File: src/hdl/clnf_pkg.sv
package clnf_pkg;

    // Default digit limit for a request
    localparam int MAX_DIGITS_DEF = 16;

    // A 16-bit magnitude has at most five decimal digits
    localparam int DEC_DIGITS = 5;
    localparam int DEC_IDX_W  = 3;

    // Request modes
    localparam logic [2:0] OP_CHAR = 3'd0;
    localparam logic [2:0] OP_UDEC = 3'd1;
    localparam logic [2:0] OP_SDEC = 3'd2;
    localparam logic [2:0] OP_HEX  = 3'd3;
    localparam logic [2:0] OP_BIN  = 3'd4;

    // Display bus constants
    localparam logic [7:0] CMD_SET_CURSOR = 8'h80;
    localparam logic [7:0] LINE2_OFFSET   = 8'h40;
    localparam logic [7:0] ASCII_ZERO     = 8'h30;
    localparam logic [7:0] ASCII_A        = 8'h41;
    localparam logic [7:0] ASCII_MINUS    = 8'h2D;
    localparam logic [7:0] ASCII_PLUS     = 8'h2B;

    // Reciprocal of ten: floor(m / 10) = (m * DIV10_MUL) >> DIV10_SHIFT for m below 2^18
    localparam logic [15:0] DIV10_MUL   = 16'd52429;
    localparam int          DIV10_SHIFT = 19;

    // Output byte source
    typedef enum logic [1:0] {
        SEL_CMD   = 2'd0,
        SEL_SIGN  = 2'd1,
        SEL_CHAR  = 2'd2,
        SEL_DIGIT = 2'd3
    } out_sel_t;

    // Controller to datapath
    typedef struct packed {
        logic     load;
        logic     conv_step;
        logic     digit_step;
        out_sel_t sel;
    } cmd_t;

    // Datapath to controller
    typedef struct packed {
        logic [2:0] op;
        logic       count_zero;
        logic       digit_last;
        logic       conv_done;
    } status_t;

endpackage

File: src/hdl/clnf_dpath.sv
module clnf_dpath #(
    parameter int MAX_DIGITS = clnf_pkg::MAX_DIGITS_DEF
) (
    input  logic              aclk,
    input  logic              aresetn,
    input  clnf_pkg::cmd_t    cmd,
    output clnf_pkg::status_t status,
    input  logic [2:0]        s_op,
    input  logic [1:0]        s_line,
    input  logic [5:0]        s_column,
    input  logic [15:0]       s_value,
    input  logic [4:0]        s_digit_count,
    output logic [7:0]        m_lcd_byte,
    output logic              m_is_data
);

    localparam int CNT_W = $clog2(MAX_DIGITS + 1);
    localparam logic [CNT_W-1:0] MAX_CNT = CNT_W'(MAX_DIGITS);
    localparam int DEC_IDX_W_L = clnf_pkg::DEC_IDX_W;

    logic [2:0]                  op_reg;
    logic [7:0]                  cursor_reg;
    logic                        neg_reg;
    logic [15:0]                 mag_reg, mag_next;
    logic [CNT_W-1:0]            digit_cnt_reg, digit_cnt_next;
    logic [DEC_IDX_W_L-1:0]      conv_cnt_reg, conv_cnt_next;
    logic [3:0]                  dec_buf_reg [clnf_pkg::DEC_DIGITS];

    logic [7:0]       col_m1;
    logic [7:0]       cursor;
    logic [CNT_W-1:0] count_sat;
    logic [31:0]      prod;
    logic [15:0]      quot;
    logic [15:0]      rem_full;
    logic [CNT_W-1:0] digit_idx;
    logic [4:0]       idx_wide;
    logic [15:0]      hex_shift;
    logic [15:0]      bin_shift;
    logic [3:0]       digit;
    logic [7:0]       digit_ascii;
    logic             is_dec;

    // Cursor command for the requested line and column
    always_comb begin
        col_m1 = {2'b00, s_column} - 8'd1;
        cursor = clnf_pkg::CMD_SET_CURSOR | col_m1;
        if (s_line != 2'd1) begin
            cursor = cursor + clnf_pkg::LINE2_OFFSET;
        end
        count_sat = (s_digit_count > 5'(MAX_DIGITS)) ? MAX_CNT : CNT_W'(s_digit_count);
    end

    // Divide the magnitude by ten through its reciprocal
    always_comb begin
        prod     = mag_reg * clnf_pkg::DIV10_MUL;
        quot     = 16'(prod >> clnf_pkg::DIV10_SHIFT);
        rem_full = mag_reg - ((quot << 3) + (quot << 1));
    end

    assign is_dec = (op_reg == clnf_pkg::OP_UDEC) || (op_reg == clnf_pkg::OP_SDEC);

    // Next state of the working registers
    always_comb begin
        mag_next       = mag_reg;
        digit_cnt_next = digit_cnt_reg;
        conv_cnt_next  = conv_cnt_reg;
        if (cmd.load) begin
            mag_next       = (s_op == clnf_pkg::OP_SDEC && s_value[15]) ? (16'd0 - s_value)
                                                                        : s_value;
            digit_cnt_next = count_sat;
            conv_cnt_next  = '0;
        end else if (cmd.conv_step) begin
            mag_next      = quot;
            conv_cnt_next = conv_cnt_reg + 1'b1;
        end else if (cmd.digit_step) begin
            digit_cnt_next = digit_cnt_reg - 1'b1;
        end
    end

    // Hold request fields and step counters
    always_ff @(posedge aclk) begin
        if (!aresetn) begin
            digit_cnt_reg <= '0;
            conv_cnt_reg  <= '0;
        end else begin
            digit_cnt_reg <= digit_cnt_next;
            conv_cnt_reg  <= conv_cnt_next;
        end
    end

    always_ff @(posedge aclk) begin
        mag_reg <= mag_next;
        if (cmd.load) begin
            op_reg     <= s_op;
            cursor_reg <= cursor;
            neg_reg    <= (s_op == clnf_pkg::OP_SDEC) && s_value[15];
        end
        if (cmd.conv_step) begin
            dec_buf_reg[conv_cnt_reg] <= rem_full[3:0];
        end
    end

    // Pick the digit at the current position, most significant first
    always_comb begin
        digit_idx = digit_cnt_reg - 1'b1;
        idx_wide  = 5'(digit_idx);
        hex_shift = mag_reg >> {idx_wide, 2'b00};
        bin_shift = mag_reg >> idx_wide;
        unique case (op_reg)
            clnf_pkg::OP_HEX: digit = hex_shift[3:0];
            clnf_pkg::OP_BIN: digit = {3'b000, bin_shift[0]};
            default: begin
                if (idx_wide < 5'(clnf_pkg::DEC_DIGITS)) begin
                    digit = dec_buf_reg[idx_wide[DEC_IDX_W_L-1:0]];
                end else begin
                    digit = 4'd0;
                end
            end
        endcase
        digit_ascii = (digit >= 4'd10) ? (clnf_pkg::ASCII_A + {4'd0, digit} - 8'd10)
                                       : (clnf_pkg::ASCII_ZERO + {4'd0, digit});
    end

    // Drive the output byte from the selected source
    always_comb begin
        unique case (cmd.sel)
            clnf_pkg::SEL_CMD:  m_lcd_byte = cursor_reg;
            clnf_pkg::SEL_SIGN: m_lcd_byte = neg_reg ? clnf_pkg::ASCII_MINUS
                                                     : clnf_pkg::ASCII_PLUS;
            clnf_pkg::SEL_CHAR: m_lcd_byte = mag_reg[7:0];
            default:            m_lcd_byte = digit_ascii;
        endcase
        m_is_data = (cmd.sel != clnf_pkg::SEL_CMD);
    end

    // Report progress to the controller
    always_comb begin
        status.op         = op_reg;
        status.count_zero = (digit_cnt_reg == '0);
        status.digit_last = (digit_cnt_reg == CNT_W'(1));
        status.conv_done  = !is_dec || (conv_cnt_reg == DEC_IDX_W_L'(clnf_pkg::DEC_DIGITS));
    end

endmodule

File: src/hdl/clnf_ctrl.sv
module clnf_ctrl (
    input  logic              aclk,
    input  logic              aresetn,
    input  logic              s_valid,
    output logic              s_ready,
    output logic              m_valid,
    input  logic              m_ready,
    output logic              m_last,
    output clnf_pkg::cmd_t    cmd,
    input  clnf_pkg::status_t status
);

    typedef enum logic [5:0] {
        ST_IDLE  = 6'b000001,
        ST_CONV  = 6'b000010,
        ST_CMD   = 6'b000100,
        ST_SIGN  = 6'b001000,
        ST_CHAR  = 6'b010000,
        ST_DIGIT = 6'b100000
    } state_t;

    state_t state_reg, state_next;

    logic op_char, op_sdec, op_num;

    assign op_char = (status.op == clnf_pkg::OP_CHAR);
    assign op_sdec = (status.op == clnf_pkg::OP_SDEC);
    assign op_num  = (status.op == clnf_pkg::OP_UDEC) || op_sdec
                  || (status.op == clnf_pkg::OP_HEX) || (status.op == clnf_pkg::OP_BIN);

    // Sequence the bytes of one request
    always_comb begin
        state_next     = state_reg;
        s_ready        = 1'b0;
        m_valid        = 1'b0;
        m_last         = 1'b0;
        cmd.load       = 1'b0;
        cmd.conv_step  = 1'b0;
        cmd.digit_step = 1'b0;
        cmd.sel        = clnf_pkg::SEL_CMD;
        unique case (state_reg)
            ST_IDLE: begin
                s_ready = 1'b1;
                if (s_valid) begin
                    cmd.load   = 1'b1;
                    state_next = ST_CONV;
                end
            end
            ST_CONV: begin
                if (status.conv_done) begin
                    state_next = ST_CMD;
                end else begin
                    cmd.conv_step = 1'b1;
                end
            end
            ST_CMD: begin
                m_valid = 1'b1;
                m_last  = !op_char && !op_sdec && !(op_num && !status.count_zero);
                if (m_ready) begin
                    priority if (op_char) begin
                        state_next = ST_CHAR;
                    end else if (op_sdec) begin
                        state_next = ST_SIGN;
                    end else if (op_num && !status.count_zero) begin
                        state_next = ST_DIGIT;
                    end else begin
                        state_next = ST_IDLE;
                    end
                end
            end
            ST_SIGN: begin
                m_valid = 1'b1;
                cmd.sel = clnf_pkg::SEL_SIGN;
                m_last  = status.count_zero;
                if (m_ready) begin
                    state_next = status.count_zero ? ST_IDLE : ST_DIGIT;
                end
            end
            ST_CHAR: begin
                m_valid = 1'b1;
                cmd.sel = clnf_pkg::SEL_CHAR;
                m_last  = 1'b1;
                if (m_ready) begin
                    state_next = ST_IDLE;
                end
            end
            ST_DIGIT: begin
                m_valid = 1'b1;
                cmd.sel = clnf_pkg::SEL_DIGIT;
                m_last  = status.digit_last;
                if (m_ready) begin
                    cmd.digit_step = 1'b1;
                    if (status.digit_last) begin
                        state_next = ST_IDLE;
                    end
                end
            end
            default: begin
                state_next = ST_IDLE;
            end
        endcase
    end

    // Advance state
    always_ff @(posedge aclk) begin
        if (!aresetn) begin
            state_reg <= ST_IDLE;
        end else begin
            state_reg <= state_next;
        end
    end

endmodule

File: src/hdl/char_lcd_number_formatter.sv
// Channel   Direction  Handshake          Payload
// s_        in         s_valid / s_ready  s_op, s_line, s_column, s_value, s_digit_count
// m_        out        m_valid / m_ready  m_lcd_byte, m_is_data, m_last
//
// One request at a time: the accept cycle loads the request, then the convert state runs
// five divide-by-ten steps for decimal modes through the shared reciprocal multiplier
// before it finishes (other modes finish at once), then one byte is transferred per cycle
// while the output does not stall.
// Output stalls hold the current byte and the sequencer; s_ready is high only when idle.
// Synchronous active-low reset returns the controller to idle with no byte pending.
module char_lcd_number_formatter #(
    parameter int MAX_DIGITS = clnf_pkg::MAX_DIGITS_DEF
) (
    input  logic        aclk,
    input  logic        aresetn,
    input  logic        s_valid,
    output logic        s_ready,
    input  logic [2:0]  s_op,
    input  logic [1:0]  s_line,
    input  logic [5:0]  s_column,
    input  logic [15:0] s_value,
    input  logic [4:0]  s_digit_count,
    output logic        m_valid,
    input  logic        m_ready,
    output logic [7:0]  m_lcd_byte,
    output logic        m_is_data,
    output logic        m_last
);

    clnf_pkg::cmd_t    cmd;
    clnf_pkg::status_t status;

    // Sequencer
    clnf_ctrl u_ctrl (
        .aclk    (aclk),
        .aresetn (aresetn),
        .s_valid (s_valid),
        .s_ready (s_ready),
        .m_valid (m_valid),
        .m_ready (m_ready),
        .m_last  (m_last),
        .cmd     (cmd),
        .status  (status)
    );

    // Request registers, digit conversion and byte select
    clnf_dpath #(
        .MAX_DIGITS (MAX_DIGITS)
    ) u_dpath (
        .aclk          (aclk),
        .aresetn       (aresetn),
        .cmd           (cmd),
        .status        (status),
        .s_op          (s_op),
        .s_line        (s_line),
        .s_column      (s_column),
        .s_value       (s_value),
        .s_digit_count (s_digit_count),
        .m_lcd_byte    (m_lcd_byte),
        .m_is_data     (m_is_data)
    );

endmodule
File: config.mk
export PLATFORM = sky130hd
export DESIGN_NAME = char_lcd_number_formatter
export DESIGN_NICKNAME = d
export VERILOG_FILES = /design/src/hdl/clnf_pkg.sv /design/src/hdl/clnf_dpath.sv /design/src/hdl/clnf_ctrl.sv /design/src/hdl/char_lcd_number_formatter.sv
export SDC_FILE = /design/constraint.sdc
export NUM_CORES = 1
export LEC_CHECK = 0
export BUFFER_PORTS_ARGS = -buffer_cell sky130_fd_sc_hd__buf_2
export CELL_PAD_IN_SITES_DETAIL_PLACEMENT = 0
export CELL_PAD_IN_SITES_GLOBAL_PLACEMENT = 2
export CORE_ASPECT_RATIO = 1.1
export CORE_MARGIN = 1.5
export CORE_UTILIZATION = 38
export DETAILED_ROUTE_END_ITERATION = 8
export HOLD_SLACK_MARGIN = 0.12
export PLACE_DENSITY_LB_ADDON = 0.15
export REMOVE_ABC_BUFFERS = 1
export SLEW_MARGIN = 0
export SYNTH_ARGS = -nofsm -noshare
export SYNTH_HDL_FRONTEND = slang
export SYNTH_HIERARCHICAL = 1
export SYNTH_SLANG_ARGS = --single-unit
export TNS_END_PERCENT = 5
File: constraint.sdc
create_clock -name aclk -period 6.37 [get_ports aclk]
set_clock_uncertainty 0.05 [all_clocks]
set_input_delay 0 -clock aclk [delete_from_list [all_inputs] [get_ports aclk]]
set_output_delay 0 -clock aclk [all_outputs]
set_load 0.02 [all_outputs]
==> metrics.yaml, run 1 <==
gr-total-overflow: 0
synth-compound-area-share_pct: 10.1
fin_crit_ns: 6.12
synth-xor-area-share_pct: 5.08
grt_max_degree: 52
row_count: 57
ys.flop_type: "edfxtp_1"
top_layer: "met4"
crit_arrival_ns: 6.13
post-route-util_pct: 45.3
start_kind: "flop"
num_vias: 6348
ys_ff_latch: 62
fin_ws_ns: 0.250
slew_headroom_pct: 47.1
post-route-period-util_pct: 96.1
dp_slack_ns: 0.0556
nNetsFinal: 1233
antenna_found_initial: 0
synth_cell_types: 80
hold_class: "primary input to flop"
synthAdderAreaFrac_pct: 39.7
syn_to_final_growth_pct: 17.2
cts_buffer_depth: 2
worstPathRequired_ns: 6.38
grt_pass1_wl_mm: 35.4
crit_fanout: 7
clk_pin_slew_ns: 0.05
fmax_mhz: 163
end_kind: "flop"
setup_viol: 0
place.gp.congestion: 0.904
vias_per_cell: 4.98
avgSynthCellArea_um2: 9.98
postSynthCellCount: 857
drt_first_pass_iters: 5
clock-sinks: 62
drc: 0
dieHeight_um: 160
htree_levels: 3
wl_met1_mm: 9.25
design.core.area_mm2: 0.0221
avgRoutedWirePerCell_um: 17.3
grt.total_usage_pct: 19.8
grt_pass1_vias: 6738
yosys.area_share.simple_pct: 10.5
muxShareOfSynthArea_pct: 4.81
ys_async_sr_fraction_pct: 0
ys_seq_area_share_pct: 20.1
yosys_warnings: 6
yosysTopAreaCellShare_pct: 20.9
largest_reg_flops: 20
wl_met3_um: 389
wirelength_mm: 22.0
initial_core_util_pct: 38.7
portBuffers: 47
synth_edf_count: 48
synthTopCellsByArea: "ha_1 21%, fa_1 19%, edfxtp_1 17%"
cap_violations: 0
numCtsBuffers: 9
hpwl_mm: 18.8
status: "finished, final reports clean"
dieArea_mm2: 0.0234
met2WireLength_mm: 11.6
yosys.area.top_type: "ha_1"
cts_tree: "built"
die_w_um: 146
worstMarginPinSlew_ns: 0.788
ant_nets: 0
drt-initial-drc-count: 222
synth_top_family_by_area: "adder cells"
insertion_delay_ns: 0.34
layout-drive-gt1-share_pct: 14.4
root_buffer: "clkbuf_16"
crit_type: "flop to flop"
syn_area_mm2: 0.00855
insertedDiodeCount: 0
finalHoldViolations: 0
maxSlewViolCount: 0
io_pins: 48
==> stage by stage <==
step	cell area [µm²]	cells	hold slack (ns)	setup TNS [ns]
2_1_floorplan	8430	841	0.0286	0
3_3_place_gp	9260	1213	0.140	0
3_5_place_dp	9260	1213	0.144	0
4_1_cts	9940	1267	0.127	0
5_1_grt	10000	1274	0.148	-0.0493
6_report	10000	1274	0.134	0
==> layout by cell type (no fill, tap or decap), types with 8 or more instances in the layout <==
master           n
xnor2_1         24
buf_2           47
dfxtp_1         14
mux4_2          10
dlygate4sd3_1   38
edfxtp_1        48
xor2_1          22
a21oi_1         26
o21ai_0         23
inv_1          190
clkbuf_16        9
buf_4           37
and3_1           8
nor3_1          16
nand2_1         49
nand2b_1        10
fa_1            80
nor2_1          35
ha_1           143
nand3_1          9
==> synth_stat cells (all sizes together) (7+ instances only) <==
cell	instances
inv	191
ha	143
fa	80
nand2	51
edfxtp	48
nor2	35
a21oi	28
o21ai	27
xnor2	24
xor2	23
nor3	18
dfxtp	14
mux4	14
nand2b	10
and2	9
buf	9
nand3	9
and3	8
a211oi	7
clkbuf	7
nor2b	7
==> cell families after synthesis <==
logic type,count (synthesis)
compound gates,119
xor+xnor,48
fa+ha+maj,223
buf+inv,207
flops,62
mux,22
simple gates,176
==> cell type report <==
cell class	count	area [µm²]
sequential	62	1720
tap	295	369
clock inverter	7	75.1
fill	2156	12100
timing repair buffer	122	893
inverter	191	717
multi-input combinational	588	6020
clock buffer	9	225
==> critical path: stages (launching register included) <==
cell,delay [ns]
edfxtp_1,0.39
buf_4,0.20
ha_1,0.34
inv_1,0.12
fa_1,0.50
inv_1,0.06
fa_1,0.52
fa_1,0.54
fa_1,0.52
fa_1,0.50
ha_1,0.32
nand3_1,0.12
nor3_2,0.17
o211ai_1,0.13
o21ai_0,0.16
buf_4,0.17
xor2_4,0.19
ha_1,0.29
a21oi_2,0.16
xnor3_2,0.39
==> timing repair <==
action                     CTS  global route
buffers inserted             0             7
setup endpoints to repair    0            10
hold endpoints to repair    31             0
resized for setup            0             5
hold buffers                38             0
==> layer usage <==
layer	GRT usage, %	vias to the layer above
met5	0	-
met1	23.4	3097
li1	-	3120
met2	36.7	92
met4	7.76	0
met3	2.24	39
==> final timing paths <==
check / from / to / slack, ns / cells past startpoint
min reg2reg: u_ctrl/state_reg[2] / u_ctrl/state_reg[2] / 0.51 / 2
max: u_dpath/mag_reg[7] / u_dpath/dec_buf_reg[3][3] / 0.25 / 19
min: s_value[4] / u_dpath/mag_reg[4] / 0.13 / 4
max reg2reg: u_dpath/mag_reg[7] / u_dpath/dec_buf_reg[3][3] / 0.25 / 19
Power of run 1 is not shown: default switching activity piles up to over one toggle a cycle in this logic, so the estimate is an artifact.
==> run 2: changes to the inputs <==
- SETUP_SLACK_MARGIN: unset -> 0.4
==> metrics.yaml, run 2 (synthesis gave the netlist of run 1 again) <==
status: "finished, final reports clean"
fin_crit_ns: 5.81
crit_arrival_ns: 5.82
avgRoutedWirePerCell_um: 17.5
grt_pass1_wl_mm: 35.7
fmax_mhz: 172
insertedDiodeCount: 0
drc: 0
ant_nets: 0
post-route-period-util_pct: 91.2
hold_class: "primary input to flop"
stdcell_count: 1277
slew_headroom_pct: 46.8
cts_tree: "built"
nNetsFinal: 1236
syn_to_final_growth_pct: 19.5
die_w_um: 146
r2r_slack_ns: 0.56
cp-startpoint: "u_dpath/mag_reg[1]"
root_buffer: "clkbuf_16"
fin_setup_tns_ns: 0
drt-initial-drc-count: 215
drt_first_pass_iters: 4
grt_max_degree: 52
design.core.area_mm2: 0.0221
dieHeight_um: 160
timing.rr.start: "u_dpath/mag_reg[1]"
layout.cells.most_common_list: "188 x inv_1, 135 x ha_1, 80 x fa_1, 49 x nand2_1, 48 x edfxtp_1"
start_kind: "flop"
layout-drive-gt1-share_pct: 16.7
initial_core_util_pct: 38.7
clock-sinks: 62
final_common_cell: "inv_1"
numCtsBuffers: 9
dieArea_mm2: 0.0234
gr-total-overflow: 0
vias_per_cell: 4.99
clk_pin_slew_ns: 0.05
crit_fanout: 5
rr_endpoint: "u_dpath/dec_buf_reg[3][3]"
r2r_cells: 20
io_pins: 48
place.gp.congestion: 0.904
insertion_delay_ns: 0.34
row_count: 57
dp_cells: 1213
nFillCells: 2131
num_vias: 6378
hold_ws_ns: 0.132
wirelength_mm: 22.4
cp_cell_sequence: "buf_4, ha_1, xor2_1, ha_1, fa_1, fa_1, fa_1, inv_1, fa_1, inv_1, ha_1, nand3_2, nor3_2, o211ai_1, o21ai_1, buf_4, xor2_4, ha_4, a21oi_2, xnor3_2"
worstPathRequired_ns: 6.38
hpwl_mm: 18.8
setup_viol: 0
portBuffers: 47
cpMostUsedCell: "fa_1"
crit_path_end: "u_dpath/dec_buf_reg[3][3]"
htree_levels: 3
largest_reg_flops: 20
cap_violations: 0
end_kind: "flop"
critical_path.max_stage_delay_ns: 0.57
finalHoldViolations: 0
rsz0062_at_grt: "yes"
worstMarginPinSlew_ns: 0.792
cts_buffer_depth: 2
grt.total_usage_pct: 20.0
antenna_found_initial: 0
crit_type: "flop to flop"
grt_pass1_vias: 6763
maxSlewViolCount: 0
crit_slowest_cell: "fa_1"
run 2: worst min-delay path by stage:
stage | endpoint | startpoint | depth (start not counted) | slack [ns]
after floorplan | u_ctrl/state_reg[0] | aresetn | 1 | 0.03
after global placement | u_dpath/op_reg[1] | s_op[1] | 1 | 0.14
after detailed placement | u_dpath/op_reg[1] | s_op[1] | 1 | 0.14
after CTS | u_dpath/mag_reg[4] | s_value[4] | 4 | 0.13
after global routing | u_dpath/mag_reg[4] | s_value[4] | 4 | 0.15
final | u_dpath/mag_reg[4] | s_value[4] | 4 | 0.13
run 2: layout make-up:
type,instances,area (µm²),area share [%]
repair buffers,125,920,9.00
clock buffers,9,225,2.20
clock inverters,7,75.1,0.735
multi-input cells,588,6190,60.6
flip-flops and latches,62,1720,16.8
well taps,295,369,3.61
inverters,191,717,7.02
run 2: worst max-delay path: cells and delay by family (launching register included):
| kind | cells | cell delay (ns) |
|---|---|---|
| flip-flops | 1 | 0.44 |
| buffers and inverters | 4 | 0.42 |
| AO/OA/AOI/OAI | 3 | 0.42 |
| adder cells (fa/ha/maj) | 8 | 3.20 |
| XOR/XNOR | 3 | 0.72 |
| AND/OR/NAND/NOR | 2 | 0.28 |
run 2: layer usage:
layer	vias to the layer above	routed length, µm	GRT usage [%]	share of wire, %
met5	-	0	0	0
met4	0	682	7.58	3.0
met3	35	414	2.24	1.8
met2	104	11900	37.3	53
li1	3127	-	-	-
met1	3112	9380	23.4	42
run 2: repair_timing:
| item | CTS | global route |
|---|---|---|
| buffers inserted | 5 | 5 |
| gates resized for setup | 12 | 19 |
| pin swaps | 6 | 18 |
| hold endpoints to repair | 31 | 0 |
| hold buffers | 38 | 0 |
| setup endpoints to repair | 13 | 20 |
run 2: per-stage QoR:
step,cell area [µm²],utilization (%),worst slack [ns]
after floorplan,8430,-,0.434
after global placement,9260,41.9,0.0957
after detailed placement,9260,41.9,0.0556
after CTS,10100,45.5,0.396
after global routing,10200,46.2,0.318
final,10200,46.2,0.559
Power of run 2 is left out for the same reason.
